===== src/rtl/bounded_list_engine_macros.svh =====
// assertion macros for the list engine; they expect clk and rst_n in scope
`ifndef BOUNDED_LIST_ENGINE_MACROS_SVH
`define BOUNDED_LIST_ENGINE_MACROS_SVH
`ifndef SYNTHESIS
`define BLE_ASSERT_IMPLY(label, ante, cons) \
    label: assert property (@(posedge clk) disable iff (!rst_n) (ante) |-> (cons)) \
        else $error("implication check failed");
`define BLE_ASSERT_NEXT(label, ante, cons) \
    label: assert property (@(posedge clk) disable iff (!rst_n) (ante) |=> (cons)) \
        else $error("next-cycle check failed");
`define BLE_ASSERT_NEVER(label, expr) \
    label: assert property (@(posedge clk) disable iff (!rst_n) !(expr)) \
        else $error("forbidden condition seen");
`else
`define BLE_ASSERT_IMPLY(label, ante, cons)
`define BLE_ASSERT_NEXT(label, ante, cons)
`define BLE_ASSERT_NEVER(label, expr)
`endif
`endif


===== src/rtl/ble_pkg.sv =====
package ble_pkg;

    localparam int CAPACITY = 64;
    localparam int VAL_W    = 8;
    localparam int POS_W    = 6;
    localparam int OP_W     = 2;
    localparam int STAT_W   = 2;
    localparam int LEN_W    = 7;
    localparam int IDX_W    = $clog2(CAPACITY);
    localparam int CNT_W    = $clog2(CAPACITY + 1);
    localparam int CMP_W    = (CNT_W > POS_W) ? CNT_W : POS_W;
    localparam int LANE_W   = ((CAPACITY + 7) >> 3) << 3;

    localparam logic [OP_W-1:0] OP_INSERT = 2'd0;
    localparam logic [OP_W-1:0] OP_APPEND = 2'd1;
    localparam logic [OP_W-1:0] OP_SEARCH = 2'd2;
    localparam logic [OP_W-1:0] OP_REMOVE = 2'd3;

    localparam logic [STAT_W-1:0] STATUS_OK    = 2'd0;
    localparam logic [STAT_W-1:0] STATUS_FULL  = 2'd1;
    localparam logic [STAT_W-1:0] STATUS_RANGE = 2'd2;

    typedef logic [CMP_W-1:0] cmp_t;
    typedef logic [LEN_W-1:0] len_t;
    typedef logic [CNT_W-1:0] cnt_t;
    typedef logic [IDX_W-1:0] idx_t;

    // width of one level of the 8-ary reduction tree
    function automatic int tree_width(input int lvl);
        int w;
        w = CAPACITY;
        for (int l = 0; l < lvl; l++)
        begin
            w = (w + 7) >> 3;
        end
        return w;
    endfunction

    function automatic int tree_depth();
        int w;
        int d;
        w = CAPACITY;
        d = 0;
        while (w > 1)
        begin
            w = (w + 7) >> 3;
            d = d + 1;
        end
        return d;
    endfunction

    localparam int TREE_LEVELS = tree_depth();
    localparam int WAIT_W      = $clog2(TREE_LEVELS + 1);

    typedef struct packed {
        logic               insert;
        logic               append;
        logic               remove;
        logic               search;
        logic [VAL_W-1:0]   value;
        logic [POS_W-1:0]   pos;
        logic [CNT_W-1:0]   count;
    } cmd_t;

endpackage


===== src/rtl/bounded_list_engine.sv =====
// channel  | dir | handshake         | payload
// s        | in  | s_tvalid/s_tready | s_tuser operation, s_tdata value, position
// m        | out | m_tvalid/m_tready | m_tdata status, found, length
//
// One command at a time: accept, then the match flags pass through the registered
// reduction tree, then the result waits in the output register until the sink takes it;
// no new command is accepted before that.
// The cell row updates on the accept edge, so an insert, append or remove that is not rejected edits the list there.
// Reset empties the list at once; cell contents are not cleared.
// A stalled result holds and blocks the next transaction.
`include "bounded_list_engine_macros.svh"

module bounded_list_engine (
    input  logic        clk,
    input  logic        rst_n,
    input  logic        s_tvalid,
    output logic        s_tready,
    input  logic [1:0]  s_tuser,   // operation
    input  logic [15:0] s_tdata,   // value [7:0], position [13:8], zero [15:14]
    output logic        m_tvalid,
    input  logic        m_tready,
    output logic [15:0] m_tdata    // status [1:0], found [2], length [9:3], zero [15:10]
);

    typedef enum logic [2:0] {
        S_IDLE = 3'b001,
        S_BUSY = 3'b010,
        S_DONE = 3'b100
    } state_t;

    state_t                           state_reg;
    state_t                           state_next;
    ble_pkg::cnt_t                    count_reg;
    ble_pkg::cnt_t                    count_next;
    logic [ble_pkg::WAIT_W-1:0]       wait_reg;
    logic [ble_pkg::WAIT_W-1:0]       wait_next;
    logic [ble_pkg::STAT_W-1:0]       status_reg;
    logic [ble_pkg::STAT_W-1:0]       status_next;
    ble_pkg::len_t                    length_reg;
    ble_pkg::len_t                    length_next;
    logic                             found_reg;
    logic                             found_next;

    logic                             accept;
    logic                             full;
    logic                             range_bad;
    logic [ble_pkg::OP_W-1:0]         op;
    logic [ble_pkg::VAL_W-1:0]        value;
    logic [ble_pkg::POS_W-1:0]        pos;
    ble_pkg::cmd_t                    cmd;
    logic [ble_pkg::VAL_W-1:0]        cell_data [ble_pkg::CAPACITY];
    logic [ble_pkg::CAPACITY-1:0]     cell_match;
    logic                             any_match;

    assign op    = s_tuser;
    assign value = s_tdata[7:0];
    assign pos   = s_tdata[13:8];

    assign s_tready  = (state_reg == S_IDLE);
    assign accept    = s_tvalid && s_tready;
    assign full      = (count_reg == ble_pkg::cnt_t'(ble_pkg::CAPACITY));
    assign range_bad = (ble_pkg::cmp_t'(pos) >= ble_pkg::cmp_t'(count_reg));

    always_comb
    begin
        cmd.insert = accept && (op == ble_pkg::OP_INSERT) && !full;
        cmd.append = accept && (op == ble_pkg::OP_APPEND) && !full;
        cmd.remove = accept && (op == ble_pkg::OP_REMOVE) && !range_bad;
        cmd.search = accept && (op == ble_pkg::OP_SEARCH);
        cmd.value  = value;
        cmd.pos    = pos;
        cmd.count  = count_reg;
    end

    for (genvar i = 0; i < ble_pkg::CAPACITY; i++)
    begin : g_cell
        logic [ble_pkg::VAL_W-1:0] left_data;
        logic [ble_pkg::VAL_W-1:0] right_data;

        if (i == 0)
        begin : g_first
            assign left_data = value;
        end
        else
        begin : g_mid_l
            assign left_data = cell_data[i-1];
        end

        if (i == ble_pkg::CAPACITY - 1)
        begin : g_last
            assign right_data = cell_data[i];
        end
        else
        begin : g_mid_r
            assign right_data = cell_data[i+1];
        end

        ble_cell u_cell (
            .clk        (clk),
            .idx        (ble_pkg::idx_t'(i)),
            .cmd        (cmd),
            .left_data  (left_data),
            .right_data (right_data),
            .data       (cell_data[i]),
            .match      (cell_match[i])
        );
    end

    ble_or_tree u_tree (
        .clk   (clk),
        .match (cell_match),
        .any   (any_match)
    );

    always_comb
    begin
        count_next  = count_reg;
        state_next  = state_reg;
        wait_next   = wait_reg;
        status_next = status_reg;
        length_next = length_reg;
        found_next  = found_reg;
        if (cmd.insert || cmd.append)
        begin
            count_next = count_reg + ble_pkg::cnt_t'(1);
        end
        else if (cmd.remove)
        begin
            count_next = count_reg - ble_pkg::cnt_t'(1);
        end
        case (state_reg)
            S_IDLE:
            begin
                if (accept)
                begin
                    state_next  = S_BUSY;
                    wait_next   = ble_pkg::WAIT_W'(ble_pkg::TREE_LEVELS);
                    length_next = ble_pkg::len_t'(count_next);
                    status_next = ble_pkg::STATUS_OK;
                    if (full && (op inside {ble_pkg::OP_INSERT, ble_pkg::OP_APPEND}))
                    begin
                        status_next = ble_pkg::STATUS_FULL;
                    end
                    else if (range_bad && (op == ble_pkg::OP_REMOVE))
                    begin
                        status_next = ble_pkg::STATUS_RANGE;
                    end
                end
            end
            S_BUSY:
            begin
                if (wait_reg == '0)
                begin
                    found_next = any_match;
                    state_next = S_DONE;
                end
                else
                begin
                    wait_next = wait_reg - (ble_pkg::WAIT_W)'(1);
                end
            end
            S_DONE:
            begin
                if (m_tready)
                begin
                    state_next = S_IDLE;
                end
            end
            default:
            begin
                state_next = S_IDLE;
            end
        endcase
    end

    always_ff @(posedge clk or negedge rst_n)
    begin
        if (!rst_n)
        begin
            state_reg <= S_IDLE;
            count_reg <= '0;
            wait_reg  <= '0;
        end
        else
        begin
            state_reg <= state_next;
            count_reg <= count_next;
            wait_reg  <= wait_next;
        end
    end

    always_ff @(posedge clk)
    begin
        status_reg <= status_next;
        length_reg <= length_next;
        found_reg  <= found_next;
    end

    assign m_tvalid = (state_reg == S_DONE);
    assign m_tdata  = {6'd0, length_reg, found_reg, status_reg};

    `BLE_ASSERT_NEVER(a_count_bound, count_reg > ble_pkg::cnt_t'(ble_pkg::CAPACITY))
    `BLE_ASSERT_IMPLY(a_full_len, m_tvalid && (status_reg == ble_pkg::STATUS_FULL),
                      length_reg == ble_pkg::len_t'(ble_pkg::CAPACITY))
    `BLE_ASSERT_IMPLY(a_found_ok, m_tvalid && found_reg, status_reg == ble_pkg::STATUS_OK)
    `BLE_ASSERT_NEXT(a_count_hold, !accept, count_reg == $past(count_reg))

endmodule


===== src/rtl/ble_cell.sv =====
module ble_cell (
    input  logic                       clk,
    input  ble_pkg::idx_t              idx,
    input  ble_pkg::cmd_t              cmd,
    input  logic [ble_pkg::VAL_W-1:0]  left_data,
    input  logic [ble_pkg::VAL_W-1:0]  right_data,
    output logic [ble_pkg::VAL_W-1:0]  data,
    output logic                       match
);

    logic [ble_pkg::VAL_W-1:0] data_reg;
    logic [ble_pkg::VAL_W-1:0] data_next;
    logic                      match_reg;
    logic                      match_next;
    ble_pkg::cmp_t             idx_w;

    assign idx_w = ble_pkg::cmp_t'(idx);

    always_comb
    begin
        data_next = data_reg;
        if (cmd.insert)
        begin
            data_next = (idx == '0) ? cmd.value : left_data;
        end
        else if (cmd.append && (idx_w == ble_pkg::cmp_t'(cmd.count)))
        begin
            data_next = cmd.value;
        end
        else if (cmd.remove && (idx_w >= ble_pkg::cmp_t'(cmd.pos)))
        begin
            data_next = right_data;
        end
    end

    assign match_next = cmd.search && (data_reg == cmd.value)
                        && (idx_w < ble_pkg::cmp_t'(cmd.count));

    always_ff @(posedge clk)
    begin
        data_reg  <= data_next;
        match_reg <= match_next;
    end

    assign data  = data_reg;
    assign match = match_reg;

endmodule


===== src/rtl/ble_or_tree.sv =====
module ble_or_tree (
    input  logic                          clk,
    input  logic [ble_pkg::CAPACITY-1:0]  match,
    output logic                          any
);

    wire [ble_pkg::LANE_W-1:0] lvl [ble_pkg::TREE_LEVELS+1];

    assign lvl[0] = ble_pkg::LANE_W'(match);

    for (genvar l = 1; l <= ble_pkg::TREE_LEVELS; l++)
    begin : g_level
        for (genvar j = 0; j < ble_pkg::LANE_W; j++)
        begin : g_node
            if (j < ble_pkg::tree_width(l))
            begin : g_or
                logic node_reg;
                always_ff @(posedge clk)
                begin
                    node_reg <= |lvl[l-1][8*j +: 8];
                end
                assign lvl[l][j] = node_reg;
            end
            else
            begin : g_zero
                assign lvl[l][j] = 1'b0;
            end
        end
    end

    assign any = lvl[ble_pkg::TREE_LEVELS][0];

endmodule


===== config.mk =====
export PLATFORM = sky130hd
export DESIGN_NAME = bounded_list_engine
export DESIGN_NICKNAME = d
export VERILOG_FILES = /design/src/rtl/ble_pkg.sv /design/src/rtl/bounded_list_engine.sv /design/src/rtl/ble_cell.sv /design/src/rtl/ble_or_tree.sv
export VERILOG_INCLUDE_DIRS = /design/src /design/src/rtl
export SDC_FILE = /design/constraint.sdc
export NUM_CORES = 2
export LEC_CHECK = 0
export BUFFER_PORTS_ARGS = -buffer_cell sky130_fd_sc_hd__buf_2
export CORE_MARGIN = 1
export CORE_UTILIZATION = 55
export DETAILED_ROUTE_END_ITERATION = 8
export GPL_TIMING_DRIVEN = 1
export PLACE_DENSITY = 0.71
export SLEW_MARGIN = 20
export SYNTH_ARGS = -nofsm -noshare
export SYNTH_HDL_FRONTEND = slang
export SYNTH_SLANG_ARGS = --single-unit

===== constraint.sdc =====
create_clock -name clk -period 3.6 [get_ports clk]
set_clock_uncertainty 0.1 [all_clocks]
set_input_delay 0.18 -clock clk [delete_from_list [all_inputs] [get_ports clk]]
set_output_delay 0.18 -clock clk [all_outputs]
set_load 0.02 [all_outputs]

==> out/metrics.yaml <==
status: "completed"
clock.fmax_mhz: 297
startpoint_type: "flip-flop"
grt_max_degree: 97
largest_reg_flops: 512
grt_pass1_wl_mm: 180
drv_slew: 0
drcViolationCount: 0
ctsResizeCount: 0
cts_tree: "built"
crit_fanout: 10
hold_violations: 0
place_inst: 4292
fin_cells: 4435
post-route-period-util_pct: 93.6
die_w_um: 256
die_y_um: 256
start_util_pct: 56.0
cp_slowest_cell: "o211ai_1"
synth_flop_cell: "edfxtp_1"
async_reset_ff_share_pct: 1.98
ys_types: 66
power.density_nw_per_um2: 564
grt_overflow_total: 0
synth.ff_latch_count: 607
fin_crit_ns: 3.37
drive_gt1_share_pct: 9.69
clock-sinks: 607
rsz0062_at_grt: "false"
drt-total-wl_mm: 119
hold_class: "in2reg"
end_kind: "flip-flop"
arrival_ns: 3.51
fin_hold_ws_ns: 0.0518
seq_power_share_pct: 42.9
netlist_top_cells_count: "nand2_1 (582), o211ai_1 (526), edfxtp_1 (522)"
crit_family: "compound AO/OA/AOI/OAI gates"
antenna_found_initial: 4
wire_per_inst_um: 26.7
cp_num_buf_inv: 1
firstDrtPassIters: 6
place.gp.congestion: 0.983
nets: 3560
p_sw_share_pct: 33.3
p_int_mw: 14.8
grt_use_total_pct: 35.4
setup_tns_ns: 0
required_ns: 3.74
yosysWarningCount: 0
fp.dieArea_um2: 65600
netlist.area_leader.share_pct: 44.2
io_buffers: 31
syn_to_final_growth_pct: 10.6
syn_inst: 3605
coreArea_um2: 63400
worst-setup-path-type: "reg2reg"
synth_most_common_cell: "nand2_1"
grt_pass1_vias: 29400
drt_iter0_markers: 4121
dpl.hpwl_mm: 80.6
synth_edf_count: 522
netlist_top_cells_area: "edfxtp_1 (44%), o211ai_1 (11%), xnor2_1 (11%), nand3_1 (7.2%), nand2_1 (6.2%)"
total_power_mw: 22.2
path_cells: "inv_1 -> ha_1 -> and4b_1 -> o21ai_0 -> o2111ai_1 -> o211ai_1"
worstMarginPinSlew_ns: 1.14
cts_root_buffer: "clkbuf_16"
via_per_inst: 6.81
io_pins: 40
clock_latency_ns: 0.62
p_leak_nw: 12.8
rows: 92
vias: 30200
ir_drop_mv: 0.402
max-clock-path-buffers: 3
htreeDepth: 3
cap_violations: 0
max_slew_margin_pct: 23.7
clkPwrFrac_pct: 32.3
synth.cell_area_um2: 35500
yosysSeqAreaShare_pct: 49.1
slowest_delay_ns: 0.98
post_synth.cell_area_avg_um2: 9.85
clkTransAtPathRegs_ns: 0.06
switchingPower_mw: 7.37
synth.largest_area_cell: "edfxtp_1"
fin_util_pct: 61.9
ant_nets: 0
cts_buffers: 69
setup_viol: 0
power_frac_comb_pct: 24.8
[cell type report]
cell class,instances,area [µm²]
diodes,8,20.0
clock buffers,102,2020
clock inverters,25,256
fillers,5200,24200
inverters,12,45.0
multi-input cells,2643,16700
flip-flops and latches,607,17400
well taps,846,1060
repair buffers,192,1700
[metrics by stage]
step / worst slack [ns] / cell area (µm²)
4_1_cts: 0.351 / 39200
6_report: 0.229 / 39300
3_5_place_dp: 0.348 / 36900
2_1_floorplan: 0.470 / 35500
3_3_place_gp: 0.407 / 36900
5_1_grt: 0.178 / 39300
[path summary, 6_finish.rpt]
path / to / slack (ns) / start / depth (start not counted)
setup / recovery: g_cell[6].u_cell.data[5] / 0.23 / count_reg[5] / 6
hold / removal: g_cell[13].u_cell.match / 0.05 / s_tdata[7] / 4
setup reg to reg: g_cell[6].u_cell.data[5] / 0.23 / count_reg[5] / 6
hold reg to reg: found_reg / 0.31 / u_tree.any / 0
max in group asynchronous: count_reg[4] / 1.65 / rst_n / 4
min in group asynchronous: state_reg[0] / 0.50 / rst_n / 3
[per-layer routing]
layer	wire length, µm	global-route usage, %
met5	0	0
met4	5290	15.7
met3	12200	6.53
met2	54400	55.3
met1	46700	48.2
[cell families after synthesis]
logic type | count (synthesis) | share of synthesized area, %
multiplexers | 26 | 0.761
adder cells (fa/ha/maj) | 13 | 0.458
AO/OA/AOI/OAI | 642 | 13.4
XOR/XNOR | 517 | 12.8
flip-flops | 607 | 49.1
other | 1 | 0.0106
buffers and inverters | 360 | 4.05
AND/OR/NAND/NOR | 1439 | 19.4
[placed cells by master, fill, tap and decap left out, types with 7 or more instances in the layout]
master,synthesis,final
nor2b_1,18,18
diode_2,0,8
clkbuf_16,0,73
buf_12,0,24
nand2_2,17,17
a21oi_1,25,25
nand3_2,10,10
xor2_1,83,83
mux2_2,8,8
nand2b_1,12,12
or3_1,9,9
dfrtp_1,11,11
nand2_4,0,9
a211oi_1,7,7
clkbuf_8,0,8
nor2_1,64,64
o211ai_1,526,526
dlygate4sd3_1,0,8
ha_1,13,13
nor4_1,49,49
edfxtp_1,522,522
clkbuf_1,250,21
nand2_1,582,573
dfxtp_1,73,73
a2111oi_0,33,33
xnor2_1,434,434
buf_4,8,137
buf_2,39,23
nand3_1,508,508
clkinv_1,1,8
o21ai_0,18,18
mux2i_1,18,18
nor3_1,21,20
nand4_1,109,109
inv_1,11,11
[power groups by stage]
stage                     combinational [mW]  clock, mW  sequential (mW)
final                                   5.50       7.15             9.50
after global routing                    5.79       7.43             9.56
after CTS                               5.34       7.16             9.48
after detailed placement                5.30          0             9.62
after global placement                  5.15          0             9.59
after floorplan                         3.49          0             9.35
[timing repair]
action,in CTS,in global routing
buffers inserted,0,0
hold buffers,8,0
setup endpoints to repair,0,0
hold endpoints to repair,22,0
[worst min-delay path, cell delays in order]
cell and delay [ns]:
buf_4 0.23, xnor2_1 0.19, nand4_1 0.07, nor4_1 0.04
(Power assumes the default switching activity.)
